## config.mk

```make
export PLATFORM = sky130hd
export DESIGN_NAME = text_tokenizer_term_hash_core
export DESIGN_NICKNAME = d
export VERILOG_FILES = /design/src/rtl/tthash_pkg.sv /design/src/rtl/tthash_step.sv /design/src/rtl/text_tokenizer_term_hash_core.sv
export VERILOG_INCLUDE_DIRS = /design/src /design/src/rtl
export SDC_FILE = /design/constraint.sdc
export NUM_CORES = 1
export LEC_CHECK = 0
export BUFFER_PORTS_ARGS = -buffer_cell sky130_fd_sc_hd__buf_2
export CAP_MARGIN = 10
export CORE_MARGIN = 3
export CORE_UTILIZATION = 55
export CTS_CLUSTER_DIAMETER = 60
export DETAILED_ROUTE_END_ITERATION = 16
export PLACE_DENSITY = 0.87
export SLEW_MARGIN = 20
export SYNTH_ARGS = -nofsm -noshare
export SYNTH_HDL_FRONTEND = slang
export SYNTH_SLANG_ARGS = --single-unit
```

## constraint.sdc

```tcl
create_clock -name clock -period 6.7 [get_ports clock]
set_clock_uncertainty 0.1 [all_clocks]
set_input_delay 0.67 -clock clock [delete_from_list [all_inputs] [get_ports clock]]
set_output_delay 0.67 -clock clock [all_outputs]
set_load 0.005 [all_outputs]
```

## src/rtl/assert_macros.svh

```systemverilog
// Assertion helpers included by text_tokenizer_term_hash_core.
`ifndef ASSERT_MACROS_SVH
`define ASSERT_MACROS_SVH

// Same-cycle implication, held off while reset is high.
`define TTH_ASSERT_IMP(lbl, clk, rst, a, b) \
   lbl: assert property (@(posedge clk) disable iff (rst) (a) |-> (b)) \
      else $error("same-cycle check failed");

// Next-cycle implication, held off while reset is high.
`define TTH_ASSERT_NEXT(lbl, clk, rst, a, b) \
   lbl: assert property (@(posedge clk) disable iff (rst) (a) |=> (b)) \
      else $error("next-cycle check failed");

`endif

```

## src/rtl/tthash_pkg.sv

```systemverilog
package tthash_pkg;

   // djb2 start value and multiplier shift (hash * 33 = (hash << 5) + hash)
   localparam logic [63:0] HashSeed  = 64'd5381;
   localparam int unsigned HashShift = 5;

   localparam logic [7:0] CharZero   = 8'h30;
   localparam logic [7:0] CharNine   = 8'h39;
   localparam logic [7:0] CharUpperA = 8'h41;
   localparam logic [7:0] CharUpperZ = 8'h5A;
   localparam logic [7:0] CharLowerA = 8'h61;
   localparam logic [7:0] CharLowerZ = 8'h7A;
   localparam logic [7:0] CaseOffset = 8'h20;

   // One result item
   typedef struct packed {
      logic        final_term;
      logic [31:0] term_position;
      logic [5:0]  term_length;
      logic [63:0] term_digest;
   } rsp_item_type;

   // Step outcome: whether an item is produced, and the item itself
   typedef struct packed {
      logic         emit;
      rsp_item_type item;
   } step_result_type;

   function automatic logic is_upper(input logic [7:0] b);
      is_upper = (b >= CharUpperA) && (b <= CharUpperZ);
   endfunction

   function automatic logic is_alnum(input logic [7:0] b);
      is_alnum = ((b >= CharZero) && (b <= CharNine)) || is_upper(b) ||
                 ((b >= CharLowerA) && (b <= CharLowerZ));
   endfunction

   function automatic logic [7:0] to_lower(input logic [7:0] b);
      to_lower = is_upper(b) ? (b + CaseOffset) : b;
   endfunction

endpackage

```

## src/rtl/tthash_step.sv

```systemverilog
module tthash_step #(
   parameter int MAX_TERM_LEN = 64,
   parameter int LenW         = 6
) (
   input  logic [7:0]                  text_byte,
   input  logic                        end_of_text,
   input  logic [63:0]                 hash_cur,
   input  logic [LenW-1:0]             len_cur,
   input  logic [31:0]                 pos_cur,
   output logic [63:0]                 hash_next,
   output logic [LenW-1:0]             len_next,
   output logic [31:0]                 pos_next,
   output tthash_pkg::step_result_type result
);

   localparam int LenExtW = (LenW > 6) ? LenW : 6;
   localparam logic [LenW-1:0] LenLimit = LenW'(MAX_TERM_LEN - 1);

   logic                alnum;
   logic                grow;
   logic                sep_emit;
   logic [63:0]         hash_upd;
   logic [LenW-1:0]     len_upd;
   logic [LenExtW-1:0]  len_ext;

   // Fold the lower-cased character while the term still has room
   assign alnum    = tthash_pkg::is_alnum(text_byte);
   assign grow     = alnum && (len_cur < LenLimit);
   assign hash_upd = grow ? ((hash_cur << tthash_pkg::HashShift) + hash_cur +
                             {56'd0, tthash_pkg::to_lower(text_byte)})
                          : hash_cur;
   assign len_upd  = grow ? (len_cur + LenW'(1)) : len_cur;

   // A separator closes a pending term; so does the last byte of the text
   assign sep_emit = !alnum && (len_cur != '0);
   assign len_ext  = LenExtW'(len_upd);

   always_comb begin
      result.emit               = sep_emit || (end_of_text && alnum && (len_upd != '0));
      result.item.term_digest   = hash_upd;
      result.item.term_length   = len_ext[5:0];
      result.item.term_position = pos_cur;
      result.item.final_term    = end_of_text;
   end

   // Restart the term after an emission or at the end of the text
   always_comb begin
      if (end_of_text || sep_emit) begin
         hash_next = tthash_pkg::HashSeed;
         len_next  = '0;
      end else begin
         hash_next = hash_upd;
         len_next  = len_upd;
      end
      if (end_of_text) begin
         pos_next = '0;
      end else if (sep_emit) begin
         pos_next = pos_cur + 32'd1;
      end else begin
         pos_next = pos_cur;
      end
   end

endmodule

```

## src/rtl/text_tokenizer_term_hash_core.sv

```systemverilog
// Byte-stream tokenizer with djb2 term hashing.
// Input channel (req_): one text byte per item in req_tdata, req_tlast marks
// the last byte of a text. Letters and digits are lower-cased and hashed;
// any other byte separates terms. Result channel (rsp_): one item per closed
// term carrying its hash, kept length and word position; rsp_tlast is set
// when the term was closed by the last byte of the text.
// Timing: an item is registered at the input stage, then the hash step and
// term bookkeeping run combinationally into the result register, which
// drives rsp_tvalid. One byte is taken every cycle while the input stage is
// not held; the hash step is a 64-bit shift-and-add between the input
// register and the term state registers.
// Stall: when the result register is full and rsp_tready is low, the input
// stage holds only if its byte would produce a result; bytes that close no
// term keep flowing. req_tready falls once both stages are held.
// Reset: synchronous, active high; the hash restarts at 5381, length and
// position at zero, and both channels go empty.
`include "assert_macros.svh"

module text_tokenizer_term_hash_core #(
   parameter int MAX_TERM_LEN = 64
) (
   input  logic         clock,
   input  logic         reset,
   input  logic         req_tvalid,
   output logic         req_tready,
   input  logic [7:0]   req_tdata,   // [7:0] text_byte
   input  logic         req_tlast,   // end_of_text
   output logic         rsp_tvalid,
   input  logic         rsp_tready,
   output logic [103:0] rsp_tdata,   // [63:0] term_digest, [69:64] term_length,
                                     // [101:70] term_position, [103:102] zero
   output logic         rsp_tlast    // final_term
);

   localparam int LenW = $clog2(MAX_TERM_LEN);

   // Input stage
   logic        in_valid_ff, in_valid_in;
   logic [7:0]  in_byte_ff;
   logic        in_last_ff;

   // Term state
   logic [63:0]     hash_ff, hash_in;
   logic [LenW-1:0] len_ff, len_in;
   logic [31:0]     pos_ff, pos_in;

   // Result register
   logic                     rsp_valid_ff, rsp_valid_in;
   tthash_pkg::rsp_item_type rsp_item_ff;

   tthash_pkg::step_result_type step_res;
   logic                        out_free;
   logic                        advance;

   tthash_step #(
      .MAX_TERM_LEN (MAX_TERM_LEN),
      .LenW         (LenW)
   ) u_step (
      .text_byte   (in_byte_ff),
      .end_of_text (in_last_ff),
      .hash_cur    (hash_ff),
      .len_cur     (len_ff),
      .pos_cur     (pos_ff),
      .hash_next   (hash_in),
      .len_next    (len_in),
      .pos_next    (pos_in),
      .result      (step_res)
   );

   // Advance the input stage unless its result has nowhere to go
   assign out_free    = !rsp_valid_ff || rsp_tready;
   assign advance     = in_valid_ff && (!step_res.emit || out_free);
   assign req_tready  = !in_valid_ff || advance;
   assign in_valid_in = (req_tvalid && req_tready) || (in_valid_ff && !advance);

   always_ff @(posedge clock) begin
      if (reset) begin
         in_valid_ff <= 1'b0;
      end else begin
         in_valid_ff <= in_valid_in;
      end
   end

   // Capture a new item whenever the stage is free
   always_ff @(posedge clock) begin
      if (req_tvalid && req_tready) begin
         in_byte_ff <= req_tdata;
         in_last_ff <= req_tlast;
      end
   end

   // Update the term state as each item leaves the input stage
   always_ff @(posedge clock) begin
      if (reset) begin
         hash_ff <= tthash_pkg::HashSeed;
         len_ff  <= '0;
         pos_ff  <= '0;
      end else if (advance) begin
         hash_ff <= hash_in;
         len_ff  <= len_in;
         pos_ff  <= pos_in;
      end
   end

   // Result register: load on emission, drop once taken
   always_comb begin
      if (advance && step_res.emit) begin
         rsp_valid_in = 1'b1;
      end else if (rsp_tready) begin
         rsp_valid_in = 1'b0;
      end else begin
         rsp_valid_in = rsp_valid_ff;
      end
   end

   always_ff @(posedge clock) begin
      if (reset) begin
         rsp_valid_ff <= 1'b0;
      end else begin
         rsp_valid_ff <= rsp_valid_in;
      end
   end

   always_ff @(posedge clock) begin
      if (advance && step_res.emit) begin
         rsp_item_ff <= step_res.item;
      end
   end

   assign rsp_tvalid = rsp_valid_ff;
   assign rsp_tdata  = {2'b00, rsp_item_ff.term_position, rsp_item_ff.term_length,
                        rsp_item_ff.term_digest};
   assign rsp_tlast  = rsp_item_ff.final_term;

   // A held input item keeps its byte
   `TTH_ASSERT_NEXT(a_hold_input, clock, reset, in_valid_ff && !advance,
                    in_valid_ff && $stable(in_byte_ff) && $stable(in_last_ff))
   // The last byte of a text restarts the term state
   `TTH_ASSERT_NEXT(a_text_restart, clock, reset, advance && in_last_ff,
                    (pos_ff == '0) && (len_ff == '0) && (hash_ff == tthash_pkg::HashSeed))
   // Every emission lands in the result register
   `TTH_ASSERT_NEXT(a_emit_shown, clock, reset, advance && step_res.emit, rsp_valid_ff)

endmodule
```

==> results.yml <==
critical_path:
  crit_path_start_kind: "flop"
  path_max_fanout: 9
  critPathKind: "reg -> reg"
  arrival_ns: 5.52
  endpoint_kind: "flop"
  required_ns: 6.85
  crit_path_top_delay_cell: "edfxtp_1"
  cpPeakStageDelay_ns: 0.50
  crit_chain: "nor4b_2, a32oi_1, nor3_1, a21boi_0, fa_1, ha_1, a21o_1, o21bai_1, o211ai_1, a21oi_1, o2111ai_1, a21oi_1, o21ai_4, o21bai_1, a211oi_1, o31ai_1"
clocking:
  cts.clk_slew.worst_paths_ns: 0.06
  post_cts_buffers: 0
  cts_made_buffers: 24
  ctsResizeCount: 0
  htreeDepth: 1
  clock_latency_ns: 0.54
  cts_buffer_depth: 3
  tritoncts: "built"
  clockRootBuffer: "clkbuf_16"
  cts.sinks: 216
  cts_hold_buf: 0
die:
  die_w_um: 161
  initial_core_util: 0.562
  die_y_um: 161
  fp-row-count: 56
  num_io_pins: 120
  design.core.area_mm2: 0.0236
  dieArea_mm2: 0.0260
yosys:
  yosysTopAreaCell: "edfxtp_1"
  avgSynthCellArea_um2: 9.33
  synth_cell_types: 85
  synthFlopType: "edfxtp_1"
  ys_warn_count: 0
  syn-instance-count: 1422
  synth.cell_area_mm2: 0.0133
  synth.area.top_cells: "edfxtp_1 25%, dfxtp_1 16%, ha_1 12%"
  synth_top_area_frac: 0.254
  synth-edff-count: 112
  ys_seq_area_frac: 0.411
  async_flop_share: 0
  ys_seq_elements: 216
timing:
  maxSlewViolCount: 0
  setup_tns_ns: 0
  min_period_ns: 5.38
  layout_setup_ws_ns: 1.32
  fmax_ghz: 0.186
  hold_ws_ns: 0.206
  tightest_slew_ns: 1.06
  rsz0062_at_grt: "no"
  hold_violations: 0
  post-route-period-util: 0.802
  slew_headroom: 0.293
  setup_viol: 0
job:
  maxCapViolCount: 0
pwr:
  p_clk_frac: 0.469
  comb_power_share: 0.083
  p_switching_mw: 0.766
  power.leakage_nw: 6.29
  sw_frac_of_total: 0.239
  pwr-share-seq: 0.448
  power_per_cell_area_mw_per_mm2: 214
  total_power_mw: 3.21
  peakVddDrop_mv: 0.177
  intPower_mw: 2.44
route:
  firstDrtPassIters: 7
  drt_iter0_markers: 1168
  vias: 11600
  drc: 0
  wl_um: 35400
  via_per_inst: 6.26
  postRouteAntennaNets: 0
  wl_per_cell_um: 19.2
grt:
  overflow: 0
  grt_start_max_net_pins: 68
  grt_pass1_vias: 11100
  track_usage: 0.265
  grt_pass1_wl_um: 56700
  antenna_found_initial: 0
layout:
  area_growth_pct: 12.9
  final_area_mm2: 0.0150
  num-fill-cells: 1877
  drive_gt1_frac: 0.141
  finalNetCount: 1654
  n_antenna_cell: 0
run_status:
  status: "finished clean"
place:
  pre_cts_slack_ns: 1.46
  io_buffers: 117
  placed_cell_area_mm2: 0.0140
  post-dp-hpwl_um: 25500
  gp_congestion: 0.937
min_path:
  hold_class: "in -> reg"
[critical path: cells and delay by family (launching register included)]
family,cells,cell delay (ns)
and+or+nand+nor,2,0.76
DFF,1,0.50
AOI/OAI and AO/OA,12,2.89
adders and majority gates,2,0.84
[synthesized netlist by cell type (all sizes together) (8+ instances only)]
| master | n |
|---|---|
| or3 | 9 |
| a31oi | 9 |
| xor2 | 24 |
| nand2b | 8 |
| nor3 | 10 |
| ha | 127 |
| a211oi | 10 |
| edfxtp | 112 |
| nand3 | 52 |
| a21o | 32 |
| nand2 | 207 |
| o31ai | 22 |
| a21boi | 9 |
| and2 | 17 |
| o21ai | 112 |
| buf | 27 |
| o211ai | 15 |
| a21oi | 125 |
| a22o | 15 |
| o21a | 19 |
| xnor2 | 37 |
| nand4 | 26 |
| and3 | 19 |
| nor2 | 85 |
| o2111ai | 8 |
| dfxtp | 104 |
| mux2 | 9 |
| or2 | 9 |
| clkbuf | 36 |
| a22oi | 13 |
| inv | 31 |
| o21bai | 14 |
[stage by stage]
step	std cells	util
final	1847	0.634
after global routing	1847	0.634
after CTS	1847	0.634
after detailed placement	1803	0.595
after global placement	1803	0.595
after floorplan	1423	-
[layer usage]
metal,vias up,part of all wire,GRT usage
li1,5447,-,-
met1,5465,0.41,0.341
met2,548,0.48,0.454
met3,101,0.076,0.0323
met4,0,0.042,0.111
met5,-,0,0
[worst paths after layout]
kind                            depth (start not counted)  slack (ns)                       to                    start
worst max register to register                         16        1.32  rsp_tdata[59]$_DFFE_PP_  in_byte_ff[7]$_DFFE_PP_
worst max-delay path                                   16        1.32  rsp_tdata[59]$_DFFE_PP_  in_byte_ff[7]$_DFFE_PP_
worst min-delay path                                    1        0.21  in_byte_ff[1]$_DFFE_PP_             req_tdata[1]
worst min register to register                          1        0.38  pos_ff[31]$_SDFFE_PP0P_  pos_ff[31]$_SDFFE_PP0P_
[area by class of cell]
type / count / area (µm²) / area share
sequential: 216 / 5450 / 0.364
inverter: 31 / 116 / 0.00777
tap: 319 / 399 / 0.0267
timing repair buffer: 124 / 638 / 0.0426
clock inverter: 14 / 225 / 0.0150
multi-input combinational: 1113 / 7450 / 0.498
clock buffer: 30 / 696 / 0.0465
[logic make-up (layout without fill, tap and decap cells)]
group                    after synthesis  count (layout)  synth area share
XOR/XNOR                              61              61            0.0403
AO/OA/AOI/OAI                        435             435             0.215
adder cells (fa/ha/maj)              131             131             0.126
multiplexers                          11              11           0.00943
other                                  1               2          0.000283
AND/OR/NAND/NOR                      473             473             0.168
flip-flops                           216             216             0.411
buffers and inverters                 94             199            0.0298
[cell usage in the layout (no fill, tap or decap), types with 7 or more instances in the layout]
master / netlist / layout
and3_1: 19 / 19
or2_2: 7 / 7
o211ai_1: 14 / 14
o31ai_1: 21 / 21
a21boi_0: 7 / 7
a22o_1: 15 / 15
dfxtp_1: 104 / 104
clkbuf_16: 0 / 26
nor2_1: 84 / 81
edfxtp_1: 112 / 112
a31oi_1: 9 / 9
nand2b_1: 8 / 8
buf_4: 2 / 7
o2111ai_1: 7 / 7
mux2_2: 8 / 8
a21oi_1: 122 / 122
o21ai_0: 70 / 70
o21a_1: 18 / 18
a22oi_1: 13 / 13
or3_1: 9 / 9
o21ai_1: 39 / 39
buf_2: 22 / 117
inv_1: 31 / 31
nor4_1: 7 / 7
nand2_1: 207 / 206
nand4_1: 26 / 26
nor3_1: 8 / 8
a211oi_1: 9 / 9
a21o_1: 32 / 32
and2_1: 17 / 16
nand3_1: 50 / 49
o21bai_1: 14 / 14
xnor2_1: 37 / 37
xor2_1: 24 / 24
ha_1: 127 / 127
[registers in the layout, indices dropped and copies added (netlist names)]
register	count
hash_ff	64
in_valid_ff	1
rsp_tlast	1
in_last_ff	1
len_ff	6
pos_ff	32
rsp_tdata	102
in_byte_ff	8
rsp_tvalid	1
[power by group through the flow]
stage	clock, mW	sequential, mW	combinational [mW]
global route	1.57	1.44	0.292
detailed placement	0	1.46	0.260
global placement	0	1.46	0.253
finish	1.50	1.43	0.267
CTS	1.52	1.43	0.264
floorplan	0	1.46	0.185
Note: power is estimated with default switching activity, not from simulation.
